## src/hw/rtl/aeg_pkg.sv

```systemverilog
// aeg_pkg: shared codes and fixed widths for the adsr envelope gain block
// no dependencies; imported by the top level, both checkers and the testbench

package aeg_pkg;

  // item kinds carried in the input tuser
  localparam int unsigned FUNC_W = 2;
  localparam logic [FUNC_W-1:0] FUNC_SAMPLE   = 2'd0;
  localparam logic [FUNC_W-1:0] FUNC_GATE_ON  = 2'd1;
  localparam logic [FUNC_W-1:0] FUNC_GATE_OFF = 2'd2;

  // envelope stages, also reported in the output tuser
  localparam int unsigned STAGE_W = 3;
  localparam logic [STAGE_W-1:0] STG_OFF     = 3'd0;
  localparam logic [STAGE_W-1:0] STG_ATTACK  = 3'd1;
  localparam logic [STAGE_W-1:0] STG_DECAY   = 3'd2;
  localparam logic [STAGE_W-1:0] STG_SUSTAIN = 3'd3;
  localparam logic [STAGE_W-1:0] STG_RELEASE = 3'd4;

  // gain is q1.16
  localparam int unsigned GAIN_W = 17;
  localparam int unsigned FRAC_W = 16;
  localparam logic [GAIN_W-1:0] UNITY = 17'h10000;

  // configuration registers
  localparam int unsigned CFG_IDX_W  = 2;
  localparam int unsigned CFG_DATA_W = 17;
  localparam int unsigned CFG_TIME_W = 16;
  localparam logic [CFG_IDX_W-1:0] REG_ATTACK  = 2'd0;
  localparam logic [CFG_IDX_W-1:0] REG_DECAY   = 2'd1;
  localparam logic [CFG_IDX_W-1:0] REG_SUSTAIN = 2'd2;
  localparam logic [CFG_IDX_W-1:0] REG_RELEASE = 2'd3;

  localparam logic [CFG_TIME_W-1:0] RST_ATTACK  = 16'd480;
  localparam logic [CFG_TIME_W-1:0] RST_DECAY   = 16'd4800;
  localparam logic [GAIN_W-1:0]     RST_SUSTAIN = 17'd49152;
  localparam logic [CFG_TIME_W-1:0] RST_RELEASE = 16'd9600;

endpackage

```

## src/hw/rtl/aeg_mul.sv

```systemverilog
// aeg_mul: bit-serial shift-add multiplier, one multiplier bit per cycle
// signed multiplicand times unsigned multiplier; no package dependencies

module aeg_mul #(
  parameter int unsigned A_W = 16,
  parameter int unsigned B_W = 17
) (
  input  logic                      clk_i,
  input  logic                      rst_ni,
  input  logic                      start_i,
  input  logic signed [A_W-1:0]     a_i,
  input  logic        [B_W-1:0]     b_i,
  output logic                      done_o,
  output logic signed [A_W+B_W-1:0] prod_o
);

  localparam int unsigned P_W   = A_W + B_W;
  localparam int unsigned CNT_W = $clog2(B_W + 1);

  logic                    busy_q;
  logic                    done_q;
  logic [CNT_W-1:0]        cnt_q;
  logic signed [P_W-1:0]   mcand_q;
  logic [B_W-1:0]          mplier_q;
  logic signed [P_W-1:0]   acc_q;

  always_ff @(posedge clk_i or negedge rst_ni) begin
    if (!rst_ni) begin
      busy_q <= 1'b0;
      done_q <= 1'b0;
      cnt_q  <= '0;
    end else begin
      done_q <= 1'b0;
      if (start_i) begin
        busy_q <= 1'b1;
        cnt_q  <= CNT_W'(B_W);
      end else if (busy_q) begin
        cnt_q <= cnt_q - CNT_W'(1);
        if (cnt_q == CNT_W'(1)) begin
          busy_q <= 1'b0;
          done_q <= 1'b1;
        end
      end
    end
  end

  // partial products wrap modulo 2^P_W, which keeps two's complement exact
  always_ff @(posedge clk_i) begin
    if (start_i) begin
      mcand_q  <= P_W'(a_i);
      mplier_q <= b_i;
      acc_q    <= '0;
    end else if (busy_q) begin
      if (mplier_q[0]) begin
        acc_q <= acc_q + mcand_q;
      end
      mcand_q  <= mcand_q <<< 1;
      mplier_q <= mplier_q >> 1;
    end
  end

  assign done_o = done_q;
  assign prod_o = acc_q;

endmodule

```

## src/hw/rtl/aeg_div.sv

```systemverilog
// aeg_div: restoring divider, one quotient bit per cycle
// caller guarantees the quotient fits in Q_W bits; no package dependencies

module aeg_div #(
  parameter int unsigned D_W = 16,
  parameter int unsigned Q_W = 17
) (
  input  logic                 clk_i,
  input  logic                 rst_ni,
  input  logic                 start_i,
  input  logic [D_W+Q_W-1:0]   num_i,
  input  logic [D_W-1:0]       den_i,
  output logic                 done_o,
  output logic [Q_W-1:0]       quo_o
);

  localparam int unsigned CNT_W = $clog2(Q_W + 1);

  logic             busy_q;
  logic             done_q;
  logic [CNT_W-1:0] cnt_q;
  logic [D_W-1:0]   rem_q;
  logic [D_W-1:0]   den_q;
  logic [Q_W-1:0]   lo_q;
  logic [D_W:0]     trial;
  logic [D_W:0]     diff;
  logic             ge;

  assign trial = {rem_q, lo_q[Q_W-1]};
  assign diff  = trial - {1'b0, den_q};
  assign ge    = (trial >= {1'b0, den_q});

  always_ff @(posedge clk_i or negedge rst_ni) begin
    if (!rst_ni) begin
      busy_q <= 1'b0;
      done_q <= 1'b0;
      cnt_q  <= '0;
    end else begin
      done_q <= 1'b0;
      if (start_i) begin
        busy_q <= 1'b1;
        cnt_q  <= CNT_W'(Q_W);
      end else if (busy_q) begin
        cnt_q <= cnt_q - CNT_W'(1);
        if (cnt_q == CNT_W'(1)) begin
          busy_q <= 1'b0;
          done_q <= 1'b1;
        end
      end
    end
  end

  // dividend low bits shift out at the top while quotient bits shift in
  always_ff @(posedge clk_i) begin
    if (start_i) begin
      rem_q <= num_i[D_W+Q_W-1:Q_W];
      lo_q  <= num_i[Q_W-1:0];
      den_q <= den_i;
    end else if (busy_q) begin
      rem_q <= ge ? diff[D_W-1:0] : trial[D_W-1:0];
      lo_q  <= {lo_q[Q_W-2:0], ge};
    end
  end

  assign done_o = done_q;
  assign quo_o  = lo_q;

endmodule

```

## src/hw/rtl/adsr_envelope_gain.sv

```systemverilog
// adsr_envelope_gain: linear adsr envelope applied to a sample stream
// uses aeg_pkg, aeg_mul (bit-serial multiply) and aeg_div (restoring divide)
//
// Usage: the input stream carries one item per request. s_axis_tuser says what
// it is: an audio sample (sample in s_axis_tdata), gate on or gate off. Gate
// items change the envelope state and produce nothing. Each sample produces
// one output request: the sample times the current gain, floored, with the
// stage that gave the gain in m_axis_tuser.
// Path per sample, accept to output valid:
//   sustain / off : serial sample multiply only
//   attack        : serial divide, then multiply
//   decay/release : gain multiply, divide, multiply
// The serial units handle one item at a time, so the next sample is taken once
// the previous one has reached the output register. The output register holds
// a finished result while the receiver stalls, and the block meanwhile accepts
// the next item; a second result waits in the multiplier until the register
// frees.
// Reset (asynchronous, active low) loads the default times and sustain level
// and puts the envelope in the off stage.

module adsr_envelope_gain #(
  parameter int unsigned SAMPLE_WIDTH = 16,
  parameter int unsigned TIME_WIDTH   = 16
) (
  input  logic                                clk_i,
  input  logic                                rst_ni,
  // config write port
  input  logic                                cfg_we_i,
  input  logic [aeg_pkg::CFG_IDX_W-1:0]       cfg_idx_i,
  input  logic [aeg_pkg::CFG_DATA_W-1:0]      cfg_data_i,
  // input stream
  input  logic                                s_axis_tvalid,
  output logic                                s_axis_tready,
  input  logic [((SAMPLE_WIDTH+7)/8)*8-1:0]   s_axis_tdata,  // sample_in
  input  logic [aeg_pkg::FUNC_W-1:0]          s_axis_tuser,  // func
  // output stream
  output logic                                m_axis_tvalid,
  input  logic                                m_axis_tready,
  output logic [((SAMPLE_WIDTH+7)/8)*8-1:0]   m_axis_tdata,  // sample_out
  output logic [aeg_pkg::STAGE_W-1:0]         m_axis_tuser   // stage_out
);

  import aeg_pkg::*;

  localparam int unsigned TDATA_W = ((SAMPLE_WIDTH + 7) / 8) * 8;
  localparam int unsigned N_W     = TIME_WIDTH + GAIN_W;
  localparam int unsigned M1_A_W  = GAIN_W + 1;
  localparam logic [31:0] TIME_MAX32 = (32'd1 << TIME_WIDTH) - 32'd1;

  localparam logic [2:0] CS_IDLE = 3'd0;
  localparam logic [2:0] CS_MUL1 = 3'd1;
  localparam logic [2:0] CS_DIV  = 3'd2;
  localparam logic [2:0] CS_MUL2 = 3'd3;
  localparam logic [2:0] CS_HOLD = 3'd4;

  function automatic logic [TIME_WIDTH-1:0] eff_time(input logic [CFG_TIME_W-1:0] t);
    logic [31:0] v;
    v = 32'(t);
    if (v == 32'd0) v = 32'd1;
    if (v > TIME_MAX32) v = TIME_MAX32;
    return v[TIME_WIDTH-1:0];
  endfunction

  // config registers
  logic [CFG_TIME_W-1:0] attack_q, decay_q, release_q;
  logic [GAIN_W-1:0]     sustain_q;

  always_ff @(posedge clk_i or negedge rst_ni) begin
    if (!rst_ni) begin
      attack_q  <= RST_ATTACK;
      decay_q   <= RST_DECAY;
      sustain_q <= RST_SUSTAIN;
      release_q <= RST_RELEASE;
    end else if (cfg_we_i) begin
      unique case (cfg_idx_i)
        REG_ATTACK:  attack_q  <= cfg_data_i[CFG_TIME_W-1:0];
        REG_DECAY:   decay_q   <= cfg_data_i[CFG_TIME_W-1:0];
        REG_SUSTAIN: sustain_q <= cfg_data_i;
        REG_RELEASE: release_q <= cfg_data_i[CFG_TIME_W-1:0];
        default: ;
      endcase
    end
  end

  logic [TIME_WIDTH-1:0] a_eff, d_eff, r_eff;
  logic [GAIN_W-1:0]     s_eff;

  assign a_eff = eff_time(attack_q);
  assign d_eff = eff_time(decay_q);
  assign r_eff = eff_time(release_q);
  assign s_eff = (sustain_q > UNITY) ? UNITY : sustain_q;

  // envelope state
  logic [STAGE_W-1:0]    stage_q, stage_d;
  logic [TIME_WIDTH-1:0] time_left_q, time_left_d;
  logic [TIME_WIDTH-1:0] left_a, left_d, left_r, tl_dec;

  assign left_a = (time_left_q > a_eff) ? a_eff : time_left_q;
  assign left_d = (time_left_q > d_eff) ? d_eff : time_left_q;
  assign left_r = (time_left_q > r_eff) ? r_eff : time_left_q;
  assign tl_dec = (time_left_q == '0) ? '0 : time_left_q - TIME_WIDTH'(1);

  // sequencer
  logic [2:0]               ctrl_q, ctrl_d;
  logic [TIME_WIDTH-1:0]    den_q, den_d;
  logic                     add_s_q, add_s_d;
  logic [STAGE_W-1:0]       used_q, used_d;
  logic signed [SAMPLE_WIDTH-1:0] sample_q, sample_d;

  logic                     accept;
  logic signed [SAMPLE_WIDTH-1:0] smp_in;
  logic                     out_free, out_load;

  logic                         mul1_start, mul1_done;
  logic [GAIN_W-1:0]            mul1_a;
  logic [TIME_WIDTH-1:0]        mul1_b;
  logic signed [M1_A_W+TIME_WIDTH-1:0] mul1_prod;

  logic                         div_start, div_done;
  logic [N_W-1:0]               div_num;
  logic [TIME_WIDTH-1:0]        div_den;
  logic [GAIN_W-1:0]            div_quo;

  logic                         mul2_start, mul2_done;
  logic signed [SAMPLE_WIDTH-1:0] mul2_a;
  logic [GAIN_W-1:0]            mul2_b;
  logic signed [SAMPLE_WIDTH+GAIN_W-1:0] mul2_prod;

  assign s_axis_tready = (ctrl_q == CS_IDLE);
  assign accept        = s_axis_tvalid & s_axis_tready;
  assign smp_in        = s_axis_tdata[SAMPLE_WIDTH-1:0];

  logic m_valid_q;
  assign out_free = !m_valid_q || m_axis_tready;

  always_comb begin
    stage_d     = stage_q;
    time_left_d = time_left_q;
    ctrl_d      = ctrl_q;
    den_d       = den_q;
    add_s_d     = add_s_q;
    used_d      = used_q;
    sample_d    = sample_q;
    out_load    = 1'b0;
    mul1_start  = 1'b0;
    mul1_a      = '0;
    mul1_b      = '0;
    div_start   = 1'b0;
    div_num     = mul1_prod[N_W-1:0];
    div_den     = den_q;
    mul2_start  = 1'b0;
    mul2_a      = sample_q;
    mul2_b      = div_quo + (add_s_q ? s_eff : '0);

    unique case (ctrl_q)
      CS_IDLE: begin
        if (accept) begin
          unique case (s_axis_tuser)
            FUNC_GATE_ON: begin
              stage_d     = STG_ATTACK;
              time_left_d = a_eff;
            end
            FUNC_GATE_OFF: begin
              stage_d     = STG_RELEASE;
              time_left_d = r_eff;
            end
            FUNC_SAMPLE: begin
              sample_d = smp_in;
              used_d   = stage_q;
              unique case (stage_q)
                STG_ATTACK: begin
                  // gain = (a - left) * 2^16 / a
                  div_start = 1'b1;
                  div_num   = N_W'({a_eff - left_a, FRAC_W'(0)});
                  div_den   = a_eff;
                  add_s_d   = 1'b0;
                  ctrl_d    = CS_DIV;
                  if (tl_dec == '0) begin
                    stage_d     = STG_DECAY;
                    time_left_d = d_eff;
                  end else begin
                    time_left_d = tl_dec;
                  end
                end
                STG_DECAY: begin
                  // gain = s + (1 - s) * left / d
                  mul1_start  = 1'b1;
                  mul1_a      = UNITY - s_eff;
                  mul1_b      = left_d;
                  den_d       = d_eff;
                  add_s_d     = 1'b1;
                  ctrl_d      = CS_MUL1;
                  time_left_d = tl_dec;
                  if (tl_dec == '0) stage_d = STG_SUSTAIN;
                end
                STG_RELEASE: begin
                  // gain = s * left / r
                  mul1_start  = 1'b1;
                  mul1_a      = s_eff;
                  mul1_b      = left_r;
                  den_d       = r_eff;
                  add_s_d     = 1'b0;
                  ctrl_d      = CS_MUL1;
                  time_left_d = tl_dec;
                  if (tl_dec == '0) stage_d = STG_OFF;
                end
                STG_SUSTAIN: begin
                  mul2_start = 1'b1;
                  mul2_a     = smp_in;
                  mul2_b     = s_eff;
                  ctrl_d     = CS_MUL2;
                end
                default: begin
                  used_d     = STG_OFF;
                  mul2_start = 1'b1;
                  mul2_a     = smp_in;
                  mul2_b     = '0;
                  ctrl_d     = CS_MUL2;
                end
              endcase
            end
            default: ;
          endcase
        end
      end
      CS_MUL1: begin
        if (mul1_done) begin
          div_start = 1'b1;
          ctrl_d    = CS_DIV;
        end
      end
      CS_DIV: begin
        if (div_done) begin
          mul2_start = 1'b1;
          ctrl_d     = CS_MUL2;
        end
      end
      CS_MUL2: begin
        if (mul2_done) begin
          if (out_free) begin
            out_load = 1'b1;
            ctrl_d   = CS_IDLE;
          end else begin
            ctrl_d = CS_HOLD;
          end
        end
      end
      CS_HOLD: begin
        if (out_free) begin
          out_load = 1'b1;
          ctrl_d   = CS_IDLE;
        end
      end
      default: ctrl_d = CS_IDLE;
    endcase
  end

  always_ff @(posedge clk_i or negedge rst_ni) begin
    if (!rst_ni) begin
      ctrl_q      <= CS_IDLE;
      stage_q     <= STG_OFF;
      time_left_q <= '0;
    end else begin
      ctrl_q      <= ctrl_d;
      stage_q     <= stage_d;
      time_left_q <= time_left_d;
    end
  end

  always_ff @(posedge clk_i) begin
    den_q    <= den_d;
    add_s_q  <= add_s_d;
    used_q   <= used_d;
    sample_q <= sample_d;
  end

  aeg_mul #(
    .A_W (M1_A_W),
    .B_W (TIME_WIDTH)
  ) u_gain_mul (
    .clk_i   (clk_i),
    .rst_ni  (rst_ni),
    .start_i (mul1_start),
    .a_i     ($signed({1'b0, mul1_a})),
    .b_i     (mul1_b),
    .done_o  (mul1_done),
    .prod_o  (mul1_prod)
  );

  aeg_div #(
    .D_W (TIME_WIDTH),
    .Q_W (GAIN_W)
  ) u_gain_div (
    .clk_i   (clk_i),
    .rst_ni  (rst_ni),
    .start_i (div_start),
    .num_i   (div_num),
    .den_i   (div_den),
    .done_o  (div_done),
    .quo_o   (div_quo)
  );

  aeg_mul #(
    .A_W (SAMPLE_WIDTH),
    .B_W (GAIN_W)
  ) u_sample_mul (
    .clk_i   (clk_i),
    .rst_ni  (rst_ni),
    .start_i (mul2_start),
    .a_i     (mul2_a),
    .b_i     (mul2_b),
    .done_o  (mul2_done),
    .prod_o  (mul2_prod)
  );

  // output register
  logic [SAMPLE_WIDTH-1:0] m_data_q;
  logic [STAGE_W-1:0]      m_stage_q;

  always_ff @(posedge clk_i or negedge rst_ni) begin
    if (!rst_ni) begin
      m_valid_q <= 1'b0;
    end else if (out_load) begin
      m_valid_q <= 1'b1;
    end else if (m_axis_tready) begin
      m_valid_q <= 1'b0;
    end
  end

  // arithmetic shift by the fraction width floors the product
  always_ff @(posedge clk_i) begin
    if (out_load) begin
      m_data_q  <= mul2_prod[FRAC_W +: SAMPLE_WIDTH];
      m_stage_q <= used_q;
    end
  end

  assign m_axis_tvalid = m_valid_q;
  assign m_axis_tdata  = TDATA_W'(m_data_q);
  assign m_axis_tuser  = m_stage_q;

endmodule

```

## config.mk

```make
export PLATFORM = sky130hd
export DESIGN_NAME = adsr_envelope_gain
export DESIGN_NICKNAME = d
export VERILOG_FILES = /design/src/hw/rtl/aeg_pkg.sv /design/src/hw/rtl/aeg_mul.sv /design/src/hw/rtl/aeg_div.sv /design/src/hw/rtl/adsr_envelope_gain.sv
export SDC_FILE = /design/constraint.sdc
export NUM_CORES = 1
export LEC_CHECK = 0
export BUFFER_PORTS_ARGS = -buffer_cell sky130_fd_sc_hd__buf_4
export CORE_MARGIN = 1.5
export CORE_UTILIZATION = 55
export CTS_BUF_LIST = sky130_fd_sc_hd__clkbuf_2
export DETAILED_ROUTE_END_ITERATION = 12
export PLACE_DENSITY = 0.82
export SYNTH_ARGS = -nofsm -noshare
export SYNTH_HDL_FRONTEND = slang
export SYNTH_SLANG_ARGS = --single-unit
```

## constraint.sdc

```tcl
create_clock -name clk_i -period 6.1 [get_ports clk_i]
set_input_delay 0.61 -clock clk_i [delete_from_list [all_inputs] [get_ports clk_i]]
set_output_delay 0.61 -clock clk_i [all_outputs]
set_load 0.1 [all_outputs]
```

==> results.toml <==
[timing]
final-hold-violation-count = 0
tns_ps = 0
finClkSkew_ps = 90.4
tightest_slew_ps = 1200
finalCritPeriodShare_pct = 92.1
rsz0062_at_grt = "false"
maxSlewViolCount = 0
fmax_mhz = 178
period_needed_ps = 5620
max_slew_margin_pct = 19.8
setup_violations = 0

[global_route]
grt_antenna_before_repair = 2
grt-ovfl-total = 0
gr-usage-met1_pct = 36.7
grt_pass1_wl_um = 102000
gr-usage-all-layers_pct = 29.2
grt_max_degree = 81
met2_usage_pct = 48.1
busiest_layer = "met2"
use_met3_pct = 4.87
grt_pass1_vias = 19700

[logic_synthesis]
synth_top_area_share_pct = 23.9
synth_edf_count = 186
synth_compound_area_share_pct = 18.6
synth_mux_area_share_pct = 6.41
synth_top_family_by_area = "compound AO/OA/AOI/OAI gates"
yosys.area_share.simple_pct = 14.7
synth.most_common_cell = "nand2_1"
synthXorXnorAreaFrac_pct = 4.16
syn_inst = 2465
synth_top_area_cell = "edfxtp_1"
ys_warn_count = 0
ys_seq_elements = 376
syn_area_mm2 = 0.0234
synth-adder-area-share_pct = 9.32
synth_ff_type = "edfxtp_1"
synthArstFlopShare_pct = 29.0
ys_seq_area_share_pct = 42.6
syn_nets = 2678
synth_cell_types = 90
synthTopCellsByArea = "edfxtp_1 24%, dfrtp_1 10%, ha_1 8.9%, dfxtp_1 6.9%, nand2_1 4.8%"
synth_common_cells = "297 x nand2_1, 186 x edfxtp_1, 181 x nor2_1, 167 x o21ai_0, 166 x ha_1"
synth_area_per_cell_um2 = 9.48

[floorplanning]
die_w_um = 209
start_util_pct = 55.7
die-area_mm2 = 0.0437
die_y_um = 209
rows = 75
ios = 63
core_mm2 = 0.0419

[cts]
cts_tree = "done"
worstSkewPairLatency_ps = 1140
clkTransAtPathRegs_ps = 120
cts-htree-levels = 3
post_cts_buffers = 0
clk_path_buf_depth = 3
postCtsHoldBufs = 44
cts_root_buf = "clkbuf_2"
cts_resized = 0
cts_buffers = 97
cts.sinks = 376

[worst_setup_path]
crit_slowest_cell = "dfrtp_1"
crit_required_ps = 6950
crit_top_cell = "a21oi_1"
end_kind = "register"
cp_num_buf_inv = 3
startpoint_type = "register"
critPathTopFamily = "compound AO/OA/AOI/OAI gates"
critPathMaxStageDelay_ps = 490
criticalPathCategory = "reg2reg"
worst-path-max-fanout = 6
cp.arrival_ps = 6470

[detailed_routing]
dr.pass1.iters = 7
finalWirelength_um = 63400
vias = 19700
antenna_left = 0
wl_per_cell_um = 19.9
drt_iter0_drc = 1849
drt-vias-per-instance = 6.17
drc = 0

[cells_and_area]
fin_nets = 2777
fin_area_mm2 = 0.0256
drive_above_1_share_pct = 13.6
fillers = 3440
area_delta_synth_final_pct = 9.72
seq_area_mm2 = 0.00995
multi_input_area_mm2 = 0.0125

[power_and_ir_drop]
peakVddDrop_v = 0.000175
p_per_area_mw_per_mm2 = 243
p_switching_uw = 2050
pwr-share-comb_pct = 20.2
seq_power_share_pct = 49.7
p_int_uw = 4170
p_leak_uw = 0.0114
p_total_uw = 6220
p_clk_share_pct = 30.1
netSwitchingFraction_pct = 33.0

[placed_design]
port_buffers = 62
gp_congestion = 0.975
dpl_cell_area_mm2 = 0.0242
hpwl_um = 44900

[flow_run]
drv_cap = 0

[min_path]
hold_path.class = "in2async"

[status]
outcome = "finished clean"
## routing by layer
metal | vias to the layer above | part of all wire (%) | wire, um
met5 | - | 0 | 0
met4 | 0 | 4.9 | 3120
met3 | 209 | 6.7 | 4230
met2 | 815 | 48 | 30200
met1 | 9445 | 41 | 25800
li1 | 9214 | - | -
## power by group through the flow
stage	Combinational [uW]	Clock [uW]	Sequential, uW
finish	1260	1870	3090
global route	1400	2030	3110
CTS	1240	1910	3080
detailed placement	1200	0	3130
global placement	1150	0	3120
floorplan	951	0	3030
## cell usage in the layout, fill, tap and decap left out, types with 19 or more instances in the layout
cell type / netlist / layout
nand2_1: 297 / 294
edfxtp_1: 186 / 186
nor2_1: 181 / 181
o21ai_0: 167 / 167
ha_1: 166 / 166
a21oi_1: 164 / 162
clkbuf_2: 0 / 152
inv_1: 123 / 123
dfrtp_1: 95 / 95
buf_4: 1 / 90
mux2i_1: 89 / 89
dfxtp_1: 81 / 81
a21o_1: 79 / 79
xnor2_1: 71 / 71
mux2_2: 54 / 54
nand3_1: 48 / 48
nor3_1: 47 / 47
dlygate4sd3_1: 0 / 44
xor2_1: 40 / 40
a211oi_1: 35 / 35
nor2b_1: 27 / 27
o21a_1: 24 / 24
clkinv_1: 2 / 23
a31oi_1: 22 / 22
o221ai_1: 22 / 22
nand2b_1: 19 / 19
## cell families after synthesis
| kind of cell | Yosys count |
|---|---|
| mux | 143 |
| xor+xnor | 111 |
| fa+ha+maj | 171 |
| buf+inv | 260 |
| simple gates | 739 |
| flops | 376 |
| compound gates | 665 |
## path summary, 6_finish.rpt
| path | end | from | cells past startpoint | slack (ps) |
|---|---|---|---|---|
| setup / recovery | u_gain_div.rem_q[13] | attack_q[1] | 27 | 480 |
| hold / removal | attack_q[0] | rst_ni | 2 | 100 |
| setup reg to reg | u_gain_div.rem_q[13] | attack_q[1] | 27 | 480 |
| hold reg to reg | m_axis_tuser[2] | used_q[2] | 0 | 430 |
| max in group asynchronous | release_q[3] | rst_ni | 3 | 4700 |
| min in group clk_i | sample_q[6] | s_axis_tdata[6] | 2 | 200 |
## state kept, by name (all words and copies together) (netlist names), 17 cells and up
name,count
u_gain_mul.mcand_q,33
u_gain_mul.prod_o,33
u_sample_mul.mcand_q,32
u_sample_mul.prod_o,32
sustain_q,17
u_gain_div.quo_o,17
u_sample_mul.mplier_q,17
## final cells by class
class / count / area share [%]
multi-input cells: 1829 / 48.6
flip-flops and latches: 376 / 38.8
clock buffers: 152 / 2.97
diodes: 4 / 0.0390
clock inverters: 32 / 0.742
inverters: 126 / 1.84
well taps: 539 / 2.63
repair buffers: 134 / 4.35
## stage by stage
step	cells	worst slack (ps)	hold slack [ps]	utilization, %
6_report	3192	480	97.8	61.1
5_1_grt	3192	101	102	61.1
4_1_cts	3188	591	29.2	61.1
3_5_place_dp	2960	620	417	57.8
3_3_place_gp	2960	682	413	57.8
2_1_floorplan	2465	586	314	-
Power figures use the tool's default switching activity.
